--- src/rtl/core/rmbr_pkg.sv ---
// Shared types and constants for the row mask bit repacker.
// No dependencies; imported by every module under rtl/core.
package rmbr_pkg;

    localparam int WORD_BITS  = 32;
    localparam int MAX_PAGES  = 4096;
    localparam int BYTE_BITS  = 8;
    localparam int PEND_BITS  = BYTE_BITS - 1;

    localparam int PAGE_W     = 13;
    localparam int FILL_W     = 11;
    localparam int PSIZE_W    = 11;
    localparam int SLOT_W     = 17;
    localparam int SHIFT_W    = $clog2(WORD_BITS);
    localparam int BASE_W     = SLOT_W + SHIFT_W;
    localparam int PROD_W     = PAGE_W + PSIZE_W;
    localparam int KV_W       = PROD_W + 1;
    localparam int NBITS_W    = $clog2(WORD_BITS + 1);
    localparam int ACC_W      = PEND_BITS + WORD_BITS;
    localparam int TOT_W      = $clog2(ACC_W + 1);
    localparam int PCNT_W     = $clog2(BYTE_BITS);

    localparam int FIFO_DEPTH = 4;
    localparam int FPTR_W     = $clog2(FIFO_DEPTH);
    localparam int FCNT_W     = $clog2(FIFO_DEPTH + 1);

    localparam int APB_DATA_W = 32;
    localparam int APB_ADDR_W = 1;
    localparam logic [APB_ADDR_W-1:0] ADDR_PAGE_KEYS = '0;
    localparam logic [PSIZE_W-1:0]    PAGE_KEYS_RST  = PSIZE_W'(16);

    typedef struct packed {
        logic [WORD_BITS-1:0] mask_word;
        logic                 word_present;
        logic [PAGE_W-1:0]    page_count;
        logic [FILL_W-1:0]    last_page_fill;
        logic                 row_end;
        logic                 request_end;
    } t_in_item;

    typedef struct packed {
        logic [BYTE_BITS-1:0] packed_byte;
        logic                 byte_last;
    } t_out_item;

    // One classified slot: kept bits only, LSB first
    typedef struct packed {
        logic [WORD_BITS-1:0] word;
        logic [NBITS_W-1:0]   nbits;
        logic                 req_end;
    } t_slot_entry;

endpackage

--- src/rtl/core/rmbr_front.sv ---
// Front end: accepts slot transactions, tracks the slot index and trims each
// word to the request's key length. Depends on rmbr_pkg.
module rmbr_front (
    input  logic                          i_clk,
    input  logic                          i_rst_n,
    input  logic                          i_in_valid,
    output logic                          o_in_ready,
    input  rmbr_pkg::t_in_item            i_in_data,
    input  logic [rmbr_pkg::PSIZE_W-1:0]  i_page_keys,
    input  logic                          i_fifo_full,
    output logic                          o_push,
    output rmbr_pkg::t_slot_entry         o_entry
);
    import rmbr_pkg::*;

    logic [SLOT_W-1:0]    r_slot, n_slot;
    logic                 r_a_valid, n_a_valid;
    logic [WORD_BITS-1:0] r_a_word;
    logic [PROD_W-1:0]    r_a_prod;
    logic                 r_a_no_pages;
    logic [FILL_W-1:0]    r_a_fill;
    logic [BASE_W-1:0]    r_a_base;
    logic                 r_a_req_end;

    logic                 accept;
    logic [PAGE_W-1:0]    pages_sat;
    logic [PAGE_W-1:0]    pages_m1;
    logic [KV_W-1:0]      kv;
    logic [KV_W-1:0]      diff;
    logic [NBITS_W-1:0]   nbits;
    logic [WORD_BITS-1:0] keep;

    assign o_in_ready = !r_a_valid || !i_fifo_full;
    assign accept     = i_in_valid && o_in_ready;
    assign o_push     = r_a_valid && !i_fifo_full;

    always_comb begin
        if ({4'b0, i_in_data.page_count} > 17'(MAX_PAGES)) begin
            pages_sat = PAGE_W'(MAX_PAGES);
        end else begin
            pages_sat = i_in_data.page_count;
        end
        pages_m1 = pages_sat - PAGE_W'(1);
        n_slot   = i_in_data.row_end ? '0 : r_slot + SLOT_W'(1);
        n_a_valid = accept ? 1'b1 : (o_push ? 1'b0 : r_a_valid);
    end

    // Second half: key length, bits left in this slot, mask
    always_comb begin
        kv   = r_a_no_pages ? '0 : KV_W'(r_a_prod) + KV_W'(r_a_fill);
        diff = kv - KV_W'(r_a_base);
        if (KV_W'(r_a_base) < kv) begin
            nbits = (diff > KV_W'(WORD_BITS)) ? NBITS_W'(WORD_BITS) : diff[NBITS_W-1:0];
        end else begin
            nbits = '0;
        end
        keep = ~({WORD_BITS{1'b1}} << nbits);
        o_entry.word    = r_a_word & keep;
        o_entry.nbits   = nbits;
        o_entry.req_end = r_a_req_end;
    end

    always_ff @(posedge i_clk) begin
        if (!i_rst_n) begin
            r_slot    <= '0;
            r_a_valid <= 1'b0;
        end else begin
            r_a_valid <= n_a_valid;
            if (accept) begin
                r_slot <= n_slot;
            end
        end
    end

    always_ff @(posedge i_clk) begin
        if (accept) begin
            r_a_word     <= i_in_data.word_present ? i_in_data.mask_word : '0;
            r_a_prod     <= PROD_W'(pages_m1) * PROD_W'(i_page_keys);
            r_a_no_pages <= (i_in_data.page_count == '0);
            r_a_fill     <= i_in_data.last_page_fill;
            r_a_base     <= {r_slot, {SHIFT_W{1'b0}}};
            r_a_req_end  <= i_in_data.row_end && i_in_data.request_end;
        end
    end

endmodule

--- src/rtl/core/rmbr_fifo.sv ---
// Short queue of classified slots between front and back end.
// Depends on rmbr_pkg.
module rmbr_fifo (
    input  logic                  i_clk,
    input  logic                  i_rst_n,
    input  logic                  i_push,
    input  rmbr_pkg::t_slot_entry i_entry,
    input  logic                  i_pop,
    output rmbr_pkg::t_slot_entry o_entry,
    output logic                  o_full,
    output logic                  o_empty
);
    import rmbr_pkg::*;

    t_slot_entry       r_mem [FIFO_DEPTH];
    logic [FPTR_W-1:0] r_wr, r_rd;
    logic [FCNT_W-1:0] r_cnt, n_cnt;

    assign o_full  = (r_cnt == FCNT_W'(FIFO_DEPTH));
    assign o_empty = (r_cnt == '0);
    assign o_entry = r_mem[r_rd];

    always_comb begin
        n_cnt = r_cnt;
        if (i_push && !i_pop) begin
            n_cnt = r_cnt + FCNT_W'(1);
        end else if (i_pop && !i_push) begin
            n_cnt = r_cnt - FCNT_W'(1);
        end
    end

    always_ff @(posedge i_clk) begin
        if (!i_rst_n) begin
            r_wr  <= '0;
            r_rd  <= '0;
            r_cnt <= '0;
        end else begin
            r_cnt <= n_cnt;
            if (i_push) begin
                r_wr <= r_wr + FPTR_W'(1);
            end
            if (i_pop) begin
                r_rd <= r_rd + FPTR_W'(1);
            end
        end
    end

    always_ff @(posedge i_clk) begin
        if (i_push) begin
            r_mem[r_wr] <= i_entry;
        end
    end

    a_cnt_bound: assert property (@(posedge i_clk) disable iff (!i_rst_n)
        r_cnt <= FCNT_W'(FIFO_DEPTH))
        else $error("queue count beyond depth");
    a_no_overflow: assert property (@(posedge i_clk) disable iff (!i_rst_n)
        i_push |-> !o_full)
        else $error("push into full queue");
    a_no_underflow: assert property (@(posedge i_clk) disable iff (!i_rst_n)
        i_pop |-> !o_empty)
        else $error("pop from empty queue");

endmodule

--- src/rtl/core/rmbr_back.sv ---
// Back end: concatenates kept bits and emits one byte per cycle, while the output
// is not held, into the output register. Depends on rmbr_pkg.
module rmbr_back (
    input  logic                  i_clk,
    input  logic                  i_rst_n,
    input  logic                  i_entry_valid,
    input  rmbr_pkg::t_slot_entry i_entry,
    output logic                  o_pop,
    output logic                  o_out_valid,
    input  logic                  i_out_ready,
    output rmbr_pkg::t_out_item   o_out_data
);
    import rmbr_pkg::*;

    logic [ACC_W-1:0]     r_acc, n_acc;
    logic [TOT_W-1:0]     r_total, n_total;
    logic                 r_req_end, n_req_end;
    logic                 r_out_valid;
    t_out_item            r_out;

    logic                 out_free;
    logic                 emit;
    logic                 advance;
    logic [BYTE_BITS-1:0] byte_val;
    logic                 byte_last;
    logic [ACC_W-1:0]     lacc;
    logic [TOT_W-1:0]     ltot;
    logic                 lreq;

    assign out_free = !r_out_valid || i_out_ready;

    always_comb begin
        byte_val  = r_acc[BYTE_BITS-1:0];
        byte_last = 1'b0;
        if (r_total >= TOT_W'(BYTE_BITS)) begin
            emit      = 1'b1;
            byte_last = r_req_end && (r_total == TOT_W'(BYTE_BITS));
            lacc      = r_acc >> BYTE_BITS;
            ltot      = r_total - TOT_W'(BYTE_BITS);
            lreq      = r_req_end && (r_total != TOT_W'(BYTE_BITS));
        end else if (r_req_end && (r_total != '0)) begin
            // request closes on a partial byte, upper bits already zero
            emit      = 1'b1;
            byte_last = 1'b1;
            lacc      = '0;
            ltot      = '0;
            lreq      = 1'b0;
        end else begin
            emit      = 1'b0;
            lacc      = r_acc;
            ltot      = r_total;
            lreq      = 1'b0;
        end

        advance = !emit || out_free;
        o_pop   = advance && i_entry_valid && (ltot < TOT_W'(BYTE_BITS)) && !lreq;

        n_acc     = r_acc;
        n_total   = r_total;
        n_req_end = r_req_end;
        if (o_pop) begin
            n_acc     = lacc | (ACC_W'(i_entry.word) << ltot[PCNT_W-1:0]);
            n_total   = ltot + TOT_W'(i_entry.nbits);
            n_req_end = i_entry.req_end;
        end else if (advance) begin
            n_acc     = lacc;
            n_total   = ltot;
            n_req_end = lreq;
        end
    end

    always_ff @(posedge i_clk) begin
        if (!i_rst_n) begin
            r_acc       <= '0;
            r_total     <= '0;
            r_req_end   <= 1'b0;
            r_out_valid <= 1'b0;
        end else begin
            r_acc     <= n_acc;
            r_total   <= n_total;
            r_req_end <= n_req_end;
            if (out_free) begin
                r_out_valid <= emit;
            end
        end
    end

    always_ff @(posedge i_clk) begin
        if (out_free && emit) begin
            r_out.packed_byte <= byte_val;
            r_out.byte_last   <= byte_last;
        end
    end

    assign o_out_valid = r_out_valid;
    assign o_out_data  = r_out;

    a_total_bound: assert property (@(posedge i_clk) disable iff (!i_rst_n)
        r_total <= TOT_W'(ACC_W))
        else $error("bit count beyond accumulator");
    a_acc_clean: assert property (@(posedge i_clk) disable iff (!i_rst_n)
        (r_acc >> r_total) == '0)
        else $error("stray bits above bit count");
    a_pop_drained: assert property (@(posedge i_clk) disable iff (!i_rst_n)
        o_pop |-> (ltot < TOT_W'(BYTE_BITS)) && !lreq)
        else $error("slot taken before bytes drained");

endmodule

--- src/rtl/core/row_mask_bit_repacker_core.sv ---
// Top level of the row mask bit repacker: APB register, front end, slot
// queue and byte back end. Depends on rmbr_pkg, rmbr_front, rmbr_fifo, rmbr_back.
//
//  channel  direction  handshake                    payload
//  in       input      i_in_valid / o_in_ready      t_in_item (one mask word slot)
//  out      output     o_out_valid / i_out_ready    t_out_item (one packed byte)
//  apb      input      psel/penable/pwrite/pready   keys per page at byte address 0
//
// Throughput: the back end emits one byte per cycle while the output is not held;
// a slot keeping 32 bits gives four bytes, and a request closing on a partial
// byte adds a zero-padded closing byte, as set by the byte-wide output register.
// Input passes the front register, slot queue, accumulator and output register.
// Reset: synchronous, active low; keys per page returns to 16, queue and counters clear.
// Stalls: the four-entry queue lets the front keep taking slots while the
// output is held; the front stalls only when the queue is full.
module row_mask_bit_repacker_core (
    input  logic                                 i_clk,
    input  logic                                 i_rst_n,
    // slot input
    input  logic                                 i_in_valid,
    output logic                                 o_in_ready,
    input  rmbr_pkg::t_in_item                   i_in_data,
    // byte output
    output logic                                 o_out_valid,
    input  logic                                 i_out_ready,
    output rmbr_pkg::t_out_item                  o_out_data,
    // configuration
    input  logic                                 psel,
    input  logic                                 penable,
    input  logic                                 pwrite,
    input  logic [rmbr_pkg::APB_ADDR_W-1:0]      paddr,
    input  logic [rmbr_pkg::APB_DATA_W-1:0]      pwdata,
    output logic [rmbr_pkg::APB_DATA_W-1:0]      prdata,
    output logic                                 pready
);
    import rmbr_pkg::*;

    logic [PSIZE_W-1:0] r_page_keys;
    logic               cfg_wr;

    logic               push;
    logic               pop;
    logic               fifo_full;
    logic               fifo_empty;
    t_slot_entry        front_entry;
    t_slot_entry        back_entry;

    // Register file: single register, no wait states
    assign pready = 1'b1;
    assign cfg_wr = psel && penable && pwrite && pready;

    always_ff @(posedge i_clk) begin
        if (!i_rst_n) begin
            r_page_keys <= PAGE_KEYS_RST;
        end else if (cfg_wr && (paddr == ADDR_PAGE_KEYS)) begin
            r_page_keys <= pwdata[PSIZE_W-1:0];
        end
    end

    assign prdata = (paddr == ADDR_PAGE_KEYS) ? APB_DATA_W'(r_page_keys) : '0;

    // Front: slot index, key length, trim
    rmbr_front u_front (
        .i_clk       (i_clk),
        .i_rst_n     (i_rst_n),
        .i_in_valid  (i_in_valid),
        .o_in_ready  (o_in_ready),
        .i_in_data   (i_in_data),
        .i_page_keys (r_page_keys),
        .i_fifo_full (fifo_full),
        .o_push      (push),
        .o_entry     (front_entry)
    );

    // Decoupling queue
    rmbr_fifo u_fifo (
        .i_clk   (i_clk),
        .i_rst_n (i_rst_n),
        .i_push  (push),
        .i_entry (front_entry),
        .i_pop   (pop),
        .o_entry (back_entry),
        .o_full  (fifo_full),
        .o_empty (fifo_empty)
    );

    // Back: bit concatenation and byte emission
    rmbr_back u_back (
        .i_clk         (i_clk),
        .i_rst_n       (i_rst_n),
        .i_entry_valid (!fifo_empty),
        .i_entry       (back_entry),
        .o_pop         (pop),
        .o_out_valid   (o_out_valid),
        .i_out_ready   (i_out_ready),
        .o_out_data    (o_out_data)
    );

endmodule
--- config.mk ---
export PLATFORM = sky130hd
export DESIGN_NAME = row_mask_bit_repacker_core
export DESIGN_NICKNAME = d
export VERILOG_FILES = /design/src/rtl/core/rmbr_pkg.sv /design/src/rtl/core/rmbr_front.sv /design/src/rtl/core/rmbr_fifo.sv /design/src/rtl/core/rmbr_back.sv /design/src/rtl/core/row_mask_bit_repacker_core.sv
export SDC_FILE = /design/constraint.sdc
export NUM_CORES = 1
export LEC_CHECK = 0
export ABC_AREA = 1
export BUFFER_PORTS_ARGS = -buffer_cell sky130_fd_sc_hd__buf_2
export CAP_MARGIN = 20
export CELL_PAD_IN_SITES_DETAIL_PLACEMENT = 2
export CELL_PAD_IN_SITES_GLOBAL_PLACEMENT = 2
export CORE_ASPECT_RATIO = 2
export CORE_UTILIZATION = 39
export CTS_BUF_LIST = sky130_fd_sc_hd__clkbuf_8
export DETAILED_ROUTE_END_ITERATION = 7
export GPL_TIMING_DRIVEN = 0
export PLACE_DENSITY = 0.86
export SLEW_MARGIN = 25
export SYNTH_ARGS = -nofsm -noshare
export SYNTH_HDL_FRONTEND = slang
export SYNTH_SLANG_ARGS = --single-unit
--- constraint.sdc ---
create_clock -name i_clk -period 6.9 [get_ports i_clk]
set_input_delay 0.345 -clock i_clk [delete_from_list [all_inputs] [get_ports i_clk]]
set_output_delay 0.345 -clock i_clk [all_outputs]
set_load 0.01 [all_outputs]
; After elaboration in Yosys (flattened, before gate mapping)
; Memory sizes are Yosys's and may differ from the RTL's. A register that Yosys moved wholly into a read port is not among the register bits.
; Index checks and enable logic that the tools add are counted.
[totals]
regBits = 178
latchBits = 0
ramBits = 156
romBits = 0
inputBits = 99
memories = 1
[classes]
addsub = 10
mul = 1
div = 0
magnitude_cmp = 5
n_eq_ne = 3
n_shift = 2
mux = 28
n_bitwise = 4
n_reduce_logical = 32
[memory_table]
columns = memory, depth, word_bits, rd, rd_ports_with_merged_regs, wr, line_no
row1 = u_fifo.r_mem, 4, 39, 1, 1, 1, rmbr_fifo.sv:15  ; t_slot_entry r_mem [FIFO_DEPTH];
[ops]
columns = op, n
row1 = $mux 39, 4
row2 = $or 39x39->39, 1
row3 = $shl 32x3->39, 1
row4 = $mux 6, 6
row5 = $and 32x32->32, 1
row6 = $not 32->32, 1
row7 = $shl 32x6->32 const A, 1
row8 = $add 24x11->25, 1
row9 = $gt 25x6->1 const B, 1
row10 = $lt 22x25->1, 1
row11 = $mux 25, 1
row12 = $sub 25x22->25, 1
row13 = $mul 13x11->24, 1
row14 = $add 17x1->17 const B, 1
row15 = $mux 17, 1
row16 = $logic_and 1x1->1, 15
row17 = $gt 13x13->1 const B, 1
row18 = $logic_not 13->1, 1
row19 = $mux 13, 1
row20 = $sub 13x1->13 const B, 1
row21 = $mux 11, 1
row22 = $mux 1, 10
row23 = $logic_not 1->1, 8
row24 = $add 6x6->6, 1
row25 = 16 further kinds, 23

; Depth between registers and ports, before layout
; Gate-level depths: netlist of the first run.
[logic_depth]
depth_word = 12
ltp_mapped = 38
ltp_nobuf = 38

; By module
; A second synthesis of the first run with hierarchy kept.
[hier_totals]
cells_unflattened = 2724
area_unflattened_um2 = 22584.2
[by_module_without_submodules]
columns = module, instances, cells_each, area_per_inst_um2
row1 = rmbr_front, 1, 1525, 11559.8
row2 = rmbr_fifo, 1, 436, 6229.7
row3 = rmbr_back, 1, 642, 4051.4
row4 = row_mask_bit_repacker_core, 1, 121, 743.2

; Least setup slack after synthesis of the first run
; OpenSTA, ideal clock, no wires.
[synth_path]
path_kind = input-to-reg
startpoint = input port i_in_data[19] (netlist bit)
endpoint = register u_front.r_a_prod[20], data pin
setup_ps = 265
arrival_time_ps = 6119
required_time_ps = 6635
setup_slack_ps = 516
stages = 31
path_buffers = 1
cell_sequence = nor4_1 -> nand3_1 -> nand2_1 -> buf_2 -> nand2_1 -> nand3_1 -> inv_1 -> nand2_1 -> nor3_1 -> or2_2 -> nand2_1 -> inv_1 -> nand2_1 -> fa_1 -> fa_1 -> fa_1 -> inv_1 -> fa_1 -> inv_1 -> fa_1 -> inv_1 -> ha_1 -> a21oi_1 -> o21ai_0 -> nand2_1 -> o211ai_1 -> a31oi_1 -> o21ai_0 -> a21boi_0 -> o21ai_0 -> xor2_1
[synth_via]
elab_chain_cells = 4
[synth_lines]
columns = element, line_no
row1 = "start, declared", row_mask_bit_repacker_core.sv:22  ; input rmbr_pkg::t_in_item i_in_data,
row2 = $gt 13x13->1, rmbr_front.sv:38  ; if ({4'b0, i_in_data.page_count} > 17'(MAX_PAGES)) begin
row3 = $mux 13 (*), rmbr_front.sv:38
row4 = $sub 13x1->13 (*), rmbr_front.sv:43  ; pages_m1 = pages_sat - PAGE_W'(1);
row5 = $mul 13x11->24 (*), rmbr_front.sv:78  ; r_a_prod <= PROD_W'(pages_m1) * PROD_W'(i_page_keys);
row6 = "end signal, assigned", rmbr_front.sv:78
row7 = "end, declared", rmbr_front.sv:19  ; logic [PROD_W-1:0] r_a_prod;
; Mark *: on every way between the ends. The rest lies on a longest branch, timed or not.
; A chain may end at the register's enable or synchronous reset.

; Worst setup path in the final report of the first run
[layout_path]
startpoint = input port i_in_data[19] (netlist bit)
endpoint = register u_front.r_a_prod[23], data pin
; Same word-level chain as after synthesis.

==> metrics.cfg, run 1 <==
[timing]
period_share=0.960
clock-skew-final_ps=42.9
hold_viol=0
maxSlewHeadroom=0.253
layout_min_cycle_time_ps=6620
tightest_slew_ps=1110
fmax_ghz=0.151
drv_slew=0
finalSetupViolCount=0

[clocking]
ctsHtreeMaxLevel=2
cts_root_buffer=clkbuf_8
clkSlewWorstSetupHoldPaths_ps=80
cts.sinks=336
clk_latency_ps=680
cts_buffer_depth=3
cts_buffers=52
cts_tree=yes

[logic_synthesis]
synth_seq_cells=336
yosysWarnings=0
synth_edf_count=251
netlist_area_mm2=0.0218
synth.distinct_cells=54
post_synth.cell_area_avg_um2=8.48
synth_top_area_cell=edfxtp_1
async_flop_share=0
yosysSeqAreaShare=0.424
synth_common_cells=nand2_1, inv_1, edfxtp_1
synth_top_area_share=0.346
synth_cells=2570
synth_flop_cell=edfxtp_1
synth.most_common_cell=nand2_1
synth_area_leaders=edfxtp_1, nand2_1, fa_1

[floorplanning]
die_h_um=336
pin_count=143
core_area_mm2=0.0553
num_rows=122
initial_core_util=0.394
dieArea_mm2=0.0569
die_x_um=169

[cells_and_area]
fin_cells=3592
fin_nets=3107
fill_cells=6201
area_growth_pct=16.3
drive_gt1_frac=0.110

[global_route]
grt_pass1_wl_mm=137
grt_pass1_vias=23018
grt_max_degree=51
gr-usage-all-layers=0.325
grt_overflow=0
antenna_found_initial=1

[worst_hold_path]
min_from=i_in_data[57]
min_to=u_front.r_a_word[30]
hold_path_depth=3
hold_path_class=in2reg

[critical_path]
r2r_end=u_front.r_a_prod[23]
cp.arrival_ps=7080
worst_path_largest_cell_delay_ps=570
critPathSlowestCell=fa_1
required_ps=7350
rr_worst_depth=25
r2r_slack_ps=620
endpoint_kind=register
timing.rr.start=r_page_keys[7]
critical_path.max_fanout=10
worst-setup-path-type=in2reg
start_kind=input pin
crit_top_cell=nand2_1

[placed_design]
routabilityCongestion=0.881
dp_hpwl_mm=67.5
portBuffers=99
dp.cells=3442

[detailed_routing]
routedWlPerCell_um=25.8
wl_mm=92.6
vias_per_cell=5.56
ant_nets=0
drc_errors=0
initialDrtViolationCount=918
vias=19962
first_pass_iters=5

[power_and_ir_drop]
peakVddDrop_mv=0.140
p_per_area_mw_per_mm2=327
power.leakage_uw=0.0115
total_power_uw=8290

[flow_run]
cap_violations=0

[run_status]
status=completed

[where the power goes]
group | switching (uW) | internal, uW | leakage [uW]
Combinational | 2630 | 1020 | 0.00779
Sequential | 149 | 2490 | 0.00308
Clock | 960 | 1050 | 0.000634
[worst max-delay path: cells and delay by family]
family	cells	cell delay, ps
adders and majority gates	7	3240
and+or+nand+nor	13	1760
AOI/OAI and AO/OA	5	810
buffers and inverters	6	640
xor gates and xnor gates	1	270
[registers in the layout (all words and copies together) (netlist names), named ones only]
register              cells
u_front.r_a_prod         24
u_front.r_a_no_pages      1
u_front.r_a_fill         11
u_front.r_a_word         32
u_front.r_a_base         17
u_fifo.r_mem            156
u_back.o_out_data         9
u_back.o_out_valid        1
u_fifo.r_wr               2
u_front.r_a_req_end       1
u_fifo.r_rd               2
u_front.r_a_valid         1
r_page_keys              11
u_front.r_slot           17
u_back.r_total            6
u_fifo.r_cnt              3
u_back.r_req_end          1
u_back.r_acc             39
[area by class of cell]
class,count,area (um^2),area share
clock inverter,44,437,0.0172
multi-input combinational,1742,10700,0.423
sequential,336,9240,0.365
antenna,1,2.50,0.0000988
clock buffer,54,743,0.0293
tap,744,931,0.0367
timing repair buffer,160,1220,0.0481
inverter,403,1520,0.0599
buffer,108,538,0.0212
[cell families after synthesis]
family                   share of synthesized area
AND/OR/NAND/NOR                              0.203
adder cells (fa/ha/maj)                      0.153
buffers and inverters                       0.0942
XOR/XNOR                                    0.0117
flip-flops                                   0.424
other                                     0.000345
multiplexers                               0.00138
AO/OA/AOI/OAI                                0.112
[how the worst max path moves through the flow]
| stage | endpoint | startpoint | slack [ps] | cells after the start |
|---|---|---|---|---|
| floorplan | u_front.r_a_prod[20] | i_in_data[19] | 520 | 31 |
| global placement | u_front.r_a_prod[23] | i_in_data[19] | -650 | 34 |
| detailed placement | u_front.r_a_prod[23] | i_in_data[21] | -1020 | 34 |
| CTS | u_front.r_a_prod[23] | i_in_data[21] | 30 | 32 |
| global route | u_front.r_a_prod[23] | i_in_data[19] | -60 | 32 |
| finish | u_front.r_a_prod[23] | i_in_data[19] | 280 | 32 |
[layer usage]
metal  vias to the layer above  GRT usage  part of all wire  wire (um)
met4                         0      0.272             0.091       8460
li1                       8850          -                 -          -
met3                       356     0.0331             0.030       2770
met1                     10144      0.296              0.32      29900
met5                         -          0                 0          0
met2                       612      0.634              0.56      51400
[through the flow]
stage | util | hold WS (ps) | area [um^2] | setup slack, ps | setup TNS [ps]
finish | 0.459 | 21.3 | 25300 | 277 | 0
global route | 0.459 | 30.1 | 25300 | -58.9 | -82.1
CTS | 0.457 | 0.314 | 25200 | 34.6 | 0
detailed placement | 0.426 | 429 | 23500 | -1020 | -6060
global placement | 0.421 | 413 | 23300 | -647 | -2440
floorplan | - | 408 | 21900 | 516 | 0
[what timing repair did]
item / CTS / global route
buffers inserted: 3 / 2
resized for setup: 15 / 30
pin swaps: 0 / 0
hold buffers: 47 / 0
gates cloned: 0 / 0
hold endpoints to repair: 47 / 0
endpoints found under the setup margin: 4 / 5
[cell usage in the layout, fill, tap and decap left out, types with 9 or more instances in the layout]
master / netlist / layout
nor2_1: 249 / 243
o21ai_0: 120 / 118
nand2_1: 636 / 623
nand3_1: 84 / 84
conb_1: 2 / 22
a32o_1: 28 / 28
xnor2_1: 10 / 10
ha_1: 103 / 100
clkinv_2: 0 / 9
a22oi_1: 9 / 9
buf_4: 27 / 32
nand2_2: 7 / 15
fa_1: 102 / 101
clkbuf_8: 0 / 54
clkinv_1: 4 / 16
nor2_4: 5 / 9
inv_2: 7 / 14
nor3_1: 23 / 22
xor2_1: 19 / 19
o211ai_1: 10 / 10
a21oi_1: 166 / 163
buf_2: 11 / 109
nand4_1: 23 / 23
a221oi_1: 17 / 17
dlygate4sd3_1: 0 / 47
edfxtp_1: 251 / 251
nand2_4: 4 / 9
inv_1: 392 / 392
dfxtp_1: 85 / 85
clkbuf_1: 66 / 65
a31oi_1: 10 / 10
o22ai_1: 21 / 21
Note: power is estimated with default switching activity, not from simulation.
==> run 2, diff against run 1 <==
--- a/config.mk
+++ b/config.mk
@@ -10,7 +10,7 @@
 export CAP_MARGIN = 20
 export CELL_PAD_IN_SITES_DETAIL_PLACEMENT = 2
 export CELL_PAD_IN_SITES_GLOBAL_PLACEMENT = 2
-export CORE_ASPECT_RATIO = 2
+export CORE_ASPECT_RATIO = 0.6
 export CORE_UTILIZATION = 39
 export CTS_BUF_LIST = sky130_fd_sc_hd__clkbuf_8
 export DETAILED_ROUTE_END_ITERATION = 7
==> run 2 against run 1 <==
Against the previous run:
- first-iteration DRC count up 130%
- critical endpoint is now u_fifo.r_mem[2][21]
- register-to-register slack worse by 500 ps
- critical path depth down 9
- largest cell class unchanged
- largest power group unchanged
- hold slack worse by 13 ps
==> metrics.cfg, run 2 (synthesis results as in run 1) <==
[critical_path]
worst_path_largest_cell_delay_ps=630
critPathSlowestCell=nor2_1
start_kind=register
critical_path.max_fanout=6
worst-setup-path-type=reg2reg
endpoint_kind=register
path_cells=ha_1 -> nand3_1 -> nand2_1 -> nand2_1 -> nand2_1 -> a31oi_1 -> o21ai_0 -> nand4_1 -> nor2_1 -> o21ai_0 -> a21oi_1 -> ha_1 -> a21oi_1 -> o21ai_0 -> a21oi_1 -> nand2_1 -> xnor2_1 -> nand4_1 -> nor2_1 -> nand3_1 -> nor2_1 -> a21oi_1 -> nor2_1
cpLargestDelayFamily=simple AND/OR/NAND/NOR gates
crit_buf_inv=0
cp.arrival_ps=7230
required_ps=7350

[timing]
fmax_ghz=0.148
clock-skew-final_ps=67.8
tns_ps=0
hold_viol=0
drv_slew=0
period_share=0.982
finalSetupViolCount=0
maxSlewHeadroom=0.192
layout_min_cycle_time_ps=6780
tightest_slew_ps=1200
layout_setup_ws_ps=124

[floorplanning]
pin_count=143
dieArea_mm2=0.0568
die_h_um=185
initial_core_util=0.398
core_area_mm2=0.0547
die_x_um=307
num_rows=66

[detailed_routing]
vias=20827
first_pass_iters=5
initialDrtViolationCount=2152
routedWlPerCell_um=28.0
drc_errors=0
vias_per_cell=5.81
ant_nets=0
wl_mm=100

[global_route]
grt_pass1_wl_mm=148
gr-usage-all-layers=0.351
grt_max_degree=47
grt_pass1_vias=22686
antenna_found_initial=3
grt_overflow=0

[clocking]
clk_latency_ps=690
clkSlewWorstSetupHoldPaths_ps=70
cts_buffers=54
cts_buffer_depth=3
cts.sinks=336
cts_root_buffer=clkbuf_8
ctsHtreeMaxLevel=2
cts_tree=yes

[power_and_ir_drop]
peakVddDrop_mv=0.160
power.leakage_uw=0.0114
p_per_area_mw_per_mm2=332

[cells_and_area]
fin_nets=3092
reg_top3=u_fifo.r_mem (156), u_back.r_acc (39), u_front.r_a_word (32)
drive_gt1_frac=0.114
final_common_cell=nand2_1
layout_common_cells=nand2_1, inv_1, edfxtp_1, nor2_1, a21oi_1
fin_cells=3583
fin_area_mm2=0.0252
area_growth_pct=15.6
largest_reg_flops=156
top_register=u_fifo.r_mem

[worst_hold_path]
hold_path_class=in2reg

[placed_design]
dp_slack_ps=-1050
dp_hpwl_mm=69.0
dp.cells=3446
routabilityCongestion=0.952
portBuffers=99
postPlaceCellArea_mm2=0.0235

[flow_run]
cap_violations=0

[run_status]
status=completed

[run 2: cell count changes in the layout (fill, tap and decap cells not counted), sizes merged]
cell         delta
bufinv          -7
clkinv          -5
clkbuf          +9
dlygate4sd3    -15
inv             +6
buf             -1
[run 2: routing by layer]
layer	up-vias	GRT usage	part of all wire
li1	8824	-	-
met3	270	0.0677	0.087
met1	10628	0.471	0.42
met4	2	0.127	0.039
met2	1103	0.565	0.45
met5	-	0	0.00012
[run 2: final cells by class]
cell class,instances,area (um^2)
tap,748,936
clock buffer,64,881
clock inverter,38,211
sequential,336,9240
antenna,1,2.50
buffer,108,542
inverter,403,1530
timing repair buffer,143,1050
fill,6073,29500
multi-input combinational,1742,10800
[run 2: path summary, 6_finish.rpt]
kind / endpoint / slack (ps) / from / depth (start not counted)
setup reg to reg: u_fifo.r_mem[2][21] / 120 / u_front.r_a_fill[1] / 23
setup / recovery: u_fifo.r_mem[2][21] / 120 / u_front.r_a_fill[1] / 23
hold reg to reg: u_front.r_a_base[10] / 430 / u_front.r_slot[5] / 0
hold / removal: r_page_keys[9] / 9 / pwdata[9] / 3
[run 2: power breakdown]
part	switching, uW	leakage [uW]	internal [uW]
clock	976	0.000624	888
combinational	2820	0.00772	1030
sequential	155	0.00308	2490
total	3950	0.0114	4410
[run 2: what timing repair did]
action	in CTS	in global routing
hold buffers	32	0
hold endpoints to repair	32	0
setup buffers	2	1
pin swaps	2	7
resized for setup	32	35
endpoints found under the setup margin	7	8
[run 2: worst reg2reg max path: cells and delay by family (launching register included)]
family	cells	cell delay [ps]
simple gates	12	2850
compound gates	8	2140
fa+ha+maj	2	780
flops	1	570
xor+xnor	1	280
[run 2: per-stage QoR]
stage               total power, uW  hold slack, ps  utilization
floorplan                      4750             408            -
global placement               5800             418        0.426
detailed placement             6100             417        0.431
CTS                            8120            8.25        0.458
global route                   8660            30.9        0.461
finish                         8360            8.54        0.461
